File: config.mk
export PLATFORM = sky130hd
export DESIGN_NAME = sfla_ctrl
export DESIGN_NICKNAME = d
export VERILOG_FILES = /design/src/sfla_pkg.sv /design/src/sfla_ctrl.sv
export SDC_FILE = /design/constraint.sdc
export NUM_CORES = 1
export LEC_CHECK = 0
export ABC_CLOCK_PERIOD_IN_PS = 1350
export BUFFER_PORTS_ARGS = -buffer_cell sky130_fd_sc_hd__buf_2
export CAP_MARGIN = 30
export CORE_AREA = 4 4 41 43
export DETAILED_ROUTE_END_ITERATION = 8
export DIE_AREA = 0 0 45 47
export PLACE_DENSITY_LB_ADDON = 0.1
export RECOVER_POWER = 100
export SETUP_SLACK_MARGIN = 0.4
export SYNTH_ARGS = -nofsm -noshare
export SYNTH_HDL_FRONTEND = slang
export SYNTH_SLANG_ARGS = --single-unit
File: constraint.sdc
create_clock -name clk -period 1.35 [get_ports clk]
set_input_delay 0.405 -clock clk [delete_from_list [all_inputs] [get_ports clk]]
set_output_delay 0.405 -clock clk [all_outputs]
set_load 0.005 [all_outputs]
File: src/sfla_pkg.sv
`default_nettype none

package sfla_pkg;

	localparam int unsigned ADDR_W     = 20;
	localparam int unsigned ARENA_W    = ADDR_W + 1;
	localparam int unsigned REQ_W      = 13;
	localparam int unsigned GRAIN_LOG2 = 4;
	localparam int unsigned SLOT_W     = 16;
	localparam int unsigned SLOT_DEPTH = 1 << SLOT_W;
	localparam int unsigned HDR_CLS_W  = 4;
	localparam int unsigned HDR_W      = HDR_CLS_W + 1;
	localparam int unsigned LINK_W     = ADDR_W + 1;
	// wide enough for the largest class plus header at any legal setting
	localparam int unsigned CALC_W     = 25;

	localparam logic [ARENA_W-1:0] ARENA_LIMIT = ARENA_W'(1) << ADDR_W;
	localparam logic [ARENA_W-1:0] ARENA_RESET = ARENA_W'(1048576);

	localparam logic OP_ALLOC = 1'b0;
	localparam logic OP_FREE  = 1'b1;

	typedef enum logic [1:0] {
		ST_OK           = 2'd0,
		ST_EXHAUSTED    = 2'd1,
		ST_OUTSIDE      = 2'd2,
		ST_ALREADY_FREE = 2'd3
	} status_t;

	typedef struct packed {
		logic capture;
		logic rd_en;
		logic commit;
	} cmd_t;

endpackage

`default_nettype wire

File: src/sfla_ctrl.sv
`default_nettype none

module sfla_ctrl (
	input  wire logic           clk,
	input  wire logic           arst_n,
	input  wire logic           in_valid,
	output logic                in_stall,
	output logic                out_valid,
	input  wire logic           out_stall,
	output sfla_pkg::cmd_t      cmd
);

	import sfla_pkg::*;

	typedef enum logic [2:0] {
		S_IDLE = 3'b001,
		S_READ = 3'b010,
		S_EXEC = 3'b100
	} state_t;

	state_t state_q;
	logic   out_valid_q;
	logic   accept;
	logic   commit;

	assign in_stall  = (state_q != S_IDLE);
	assign accept    = in_valid && (state_q == S_IDLE);
	// finish only when the result slot is empty or drains this cycle
	assign commit    = (state_q == S_EXEC) && (!out_valid_q || !out_stall);
	assign out_valid = out_valid_q;

	assign cmd.capture = accept;
	assign cmd.rd_en   = (state_q == S_READ);
	assign cmd.commit  = commit;

	always_ff @(posedge clk or negedge arst_n) begin
		if (!arst_n) begin
			state_q <= S_IDLE;
		end else begin
			case (state_q)
				S_IDLE: begin
					if (accept) begin
						state_q <= S_READ;
					end
				end
				S_READ: begin
					state_q <= S_EXEC;
				end
				S_EXEC: begin
					if (commit) begin
						state_q <= S_IDLE;
					end
				end
				default: begin
					state_q <= S_IDLE;
				end
			endcase
		end
	end

	always_ff @(posedge clk or negedge arst_n) begin
		if (!arst_n) begin
			out_valid_q <= 1'b0;
		end else if (commit) begin
			out_valid_q <= 1'b1;
		end else if (!out_stall) begin
			out_valid_q <= 1'b0;
		end
	end

	a_accept_reads: assert property (@(posedge clk) disable iff (!arst_n)
		in_valid && !in_stall |=> state_q == S_READ)
		else $error("accepted request did not start a memory read");

	a_read_then_exec: assert property (@(posedge clk) disable iff (!arst_n)
		state_q == S_READ |=> state_q == S_EXEC)
		else $error("memory read not followed by commit stage");

	a_commit_delivers: assert property (@(posedge clk) disable iff (!arst_n)
		commit |=> out_valid_q && state_q == S_IDLE)
		else $error("commit did not present a result");

	a_hold_on_stall: assert property (@(posedge clk) disable iff (!arst_n)
		state_q == S_EXEC && !commit |=> state_q == S_EXEC && out_valid_q)
		else $error("commit stage left while result slot full");

endmodule

`default_nettype wire

* Word-level counts from Yosys, hierarchy flattened
Index checks and enable logic that the tools add are counted.
** Operators by class
- Equal/unequal tests :: 7
- Reduce and logical (&&, ||, !) cells :: 6
- Mux-type cells :: 5
** Operators by type and width (count)
- one-hot mux 3 bit (3 select lines) :: 1
- two-way mux 3 bit :: 2
- != test 2 bit (second input constant) :: 2
- == test 3 x 1 -> 1 bit (second input constant) :: 1
- == test 3 x 2 -> 1 bit (second input constant) :: 1
- == test 3 bit (second input constant) :: 1
- != test 3 x 1 -> 1 bit (second input constant) :: 1
- logical AND 1 bit :: 2
- zero test 1 bit :: 2
- two-way mux 1 bit :: 2
- != test 2 x 1 -> 1 bit (second input constant) :: 1
- AND reduction 2 bit :: 1
- logical OR 1 bit :: 1
** Storage, ports and cells
- Output and inout bits :: 5
- Register bits :: 4

* Logic depth before layout (Yosys ltp)
- Depth in word-level cells :: 5
- Depth in mapped cells :: 3
- Mapped depth without buffers :: 2

* Worst setup path before layout
OpenSTA, ideal clock, no wires.
- Kind :: reg2out
- From :: register state_q[0]
- To :: output port cmd[2] (netlist name)
- Setup slack :: 0.005 ns
- Required time :: 0.945 ns
- Arrival :: 0.940 ns
- Cell stages (with the launch flop) :: 3
- Path buffers :: 1
- Cell sequence :: dfstp_2 nor4bb_2 buf_4
** Between the ends
- Longest elaborated chain between the ends :: 2
** Ends and longest elaborated chain
- from (decl) :: RTL line sfla_ctrl.sv:21 : state_t state_q;
- from (signal assigned) :: RTL line sfla_ctrl.sv:38 : state_q <= S_IDLE;
- from (signal assigned) :: RTL line sfla_ctrl.sv:43 : state_q <= S_READ;
- from (signal assigned) :: RTL line sfla_ctrl.sv:47 : state_q <= S_EXEC;
- == test 3 x 1 -> 1 bit :: RTL line sfla_ctrl.sv:27 : assign accept = in_valid && (state_q == S_IDLE);
- logical AND 1 bit :: RTL line sfla_ctrl.sv:27
- to (decl) :: RTL line sfla_ctrl.sv:10 : output sfla_pkg::cmd_t cmd
No other way between the ends.

* Worst setup path after layout
- From :: register state_q[0]
- To :: output port in_stall
** Between the ends
- Longest elaborated chain between the ends :: 1
** Ends and longest elaborated chain
- != test 3 x 1 -> 1 bit :: RTL line sfla_ctrl.sv:26 : assign in_stall = (state_q != S_IDLE);
- to (decl) :: RTL line sfla_ctrl.sv:7 : output logic in_stall,
No other way between the ends.

==> flow_summary.json <==
{
  "min_period_ns": 1.67,
  "slew_headroom_pct": 84.9,
  "drc": 0,
  "finalWorstSetupSlack_ns": -0.318,
  "dieArea_mm2": 0.00212,
  "path_class": "flop to output pin",
  "vias": 257,
  "total_power_w": 0.000938,
  "place_congestion": 0.665,
  "violations": "negative setup slack",
  "rsz0062_at_grt": "yes",
  "nNetsFinal": 51,
  "whs_ns": 0.440,
  "postRouteAntennaNets": 0,
  "worst_ep_required_time_ns": 0.95,
  "grt_usage_pct": 8.22,
  "start_util_pct": 17.2,
  "synth_nets": 23,
  "synth_fa_ha_area_share_pct": 0,
  "clock-sinks": 4,
  "tightest_slew_ns": 0.227,
  "startpoint_type": "flop",
  "insertion_delay_ns": 0.24,
  "syn_area_per_cell_um2": 11.8,
  "clk_pin_slew_ns": 0.04,
  "dp.cells": 46,
  "detailedRoute.firstPassIterationCount": 2,
  "cp-end-kind": "output pin",
  "synth_seq_cells": 4,
  "yosys-mux-area-fraction_pct": 0,
  "die_x_um": 45,
  "skew_ns": 0.00438,
  "synthCells": 19,
  "antenna_found_initial": 0,
  "setup-tns-final_ns": -1.14,
  "synth_compound_area_share_pct": 9.50,
  "diodes": 0,
  "hold_depth": 2,
  "io_pins": 9,
  "syn-cell-area_um2": 224,
  "synth.distinct_cells": 15,
  "leakagePower_nw": 0.232,
  "overflow": 0,
  "power.density_mw_per_mm2": 1900,
  "grt_pass1_wl_mm": 1.15,
  "grt_pass1_vias": 267,
  "synth_top_family_by_area": "simple AND/OR/NAND/NOR gates",
  "cts_buffer_depth": 2,
  "core_mm2": 0.00130,
  "r2r-start": "state_q[0]$_DFFE_PN1P_",
  "yosys.area_share.simple_pct": 38.5,
  "grt_max_degree": 6,
  "final_max_slew_viol_count": 0,
  "wl_per_cell_um": 11.4,
  "reg2reg_slack_ns": 0.04,
  "hold_violations": 0,
  "avgViaCountPerCell": 4.21,
  "holdCritStartpoint": "in_valid",
  "num_rows": 13,
  "final_cell_mix": "buf_4, buf_6, buf_2",
  "mostFrequentLayoutCell": "buf_4",
  "crit_start": "state_q[0]$_DFFE_PN1P_",
  "reg2reg_depth": 6,
  "worstPathArrival_ns": 1.26,
  "cp_max_fo": 5,
  "drive_gt1_share_pct": 73.9,
  "status": "finished with violations",
  "cts_tree": "done",
  "fmax_mhz": 599,
  "die_y_um": 47,
  "finalSetupViolations": 4,
  "port_buffers": 8,
  "fin_cells": 61,
  "peakVddDrop_mv": 0.781,
  "yosys_warnings": 0,
  "final_util_pct": 38.0,
  "cts-htree-levels": 1,
  "drv_cap": 0,
  "cts_made_buffers": 3,
  "routed_wl_um": 693,
  "clockRootBuffer": "clkbuf_4",
  "drt_iter0_markers": 5,
  "synth_xor_xnor_area_share_pct": 0,
  "finalCritPeriodShare_pct": 124,
  "hold_class": "input port to flop",
  "ys_seq_area_share_pct": 45.3,
  "area_delta_synth_final_pct": 121
}
[synthesized netlist by cell type, drive strengths merged]
| library cell | n | area [um2] |
|---|---|---|
| a211oi | 1 | 7.51 |
| a21oi | 1 | 5.00 |
| a22o | 1 | 8.76 |
| and3 | 1 | 6.26 |
| buf | 2 | 15.0 |
| dfrtp | 3 | 75.1 |
| dfstp | 1 | 26.3 |
| nand2 | 1 | 3.75 |
| nand2b | 1 | 6.26 |
| nand4b | 1 | 8.76 |
| nor2 | 1 | 3.75 |
| nor3b | 1 | 12.5 |
| nor4bb | 3 | 36.3 |
| or3b | 1 | 8.76 |
[report_power, final]
group          leakage (nW)  internal, W  switching (W)
logic                 0.171     0.000376       0.000162
clock network        0.0150     0.000111      0.0000544
registers            0.0464     0.000172      0.0000635
total                 0.232     0.000659       0.000279
[routing by layer]
layer | routed length [um] | part of all wire, % | vias to the layer above | track usage, %
li1 | - | - | 124 | -
met1 | 305 | 44 | 119 | 8.20
met2 | 320 | 46 | 12 | 13.0
met3 | 50 | 7.2 | 2 | 6.13
met4 | 17 | 2.5 | 0 | 3.51
met5 | 0 | 0 | - | 0
[critical path, cell delays in order, from the launching register on]
cell	delay [ns]
dfstp_2	0.56
or3b_1	0.34
buf_2	0.13
[area by class of cell]
class / count / area (um2)
fillers: 142 / 807
repair buffers: 25 / 201
multi-input cells: 13 / 143
flip-flops and latches: 4 / 105
clock buffers: 4 / 26.3
well taps: 15 / 18.8
[what timing repair did]
item | 4_1_cts | 5_1_grt
pin swaps | 5 | 3
setup endpoints to repair | 8 | 9
resized for setup | 9 | 5
buffers inserted | 5 | 5
hold buffers | 1 | 0
hold endpoints to repair | 3 | 0
[flip-flops by register name, indices dropped and copies added (netlist names)]
name and cells:
state_q 3, out_valid 1
[stage by stage]
stage,area [um2],setup WS [ns]
finish,494,-0.318
global route,494,-0.372
CTS,437,-0.326
detailed placement,323,-0.0742
global placement,323,-0.0515
floorplan,234,0.0320
[worst paths after layout]
| check | to |
|---|---|
| worst max-delay path | in_stall |
| worst min register to register | state_q[1]$_DFFE_PN0P_ |
| max in group asynchronous | state_q[0]$_DFFE_PN1P_ |
| worst max register to register | state_q[0]$_DFFE_PN1P_ |
| worst min-delay path | state_q[1]$_DFFE_PN0P_ |
| min in group asynchronous | state_q[2]$_DFFE_PN0P_ |
[cell families after synthesis]
family | Yosys count
flops | 4
compound gates | 3
simple gates | 10
buf+inv | 2
Power figures use the tool's default switching activity.
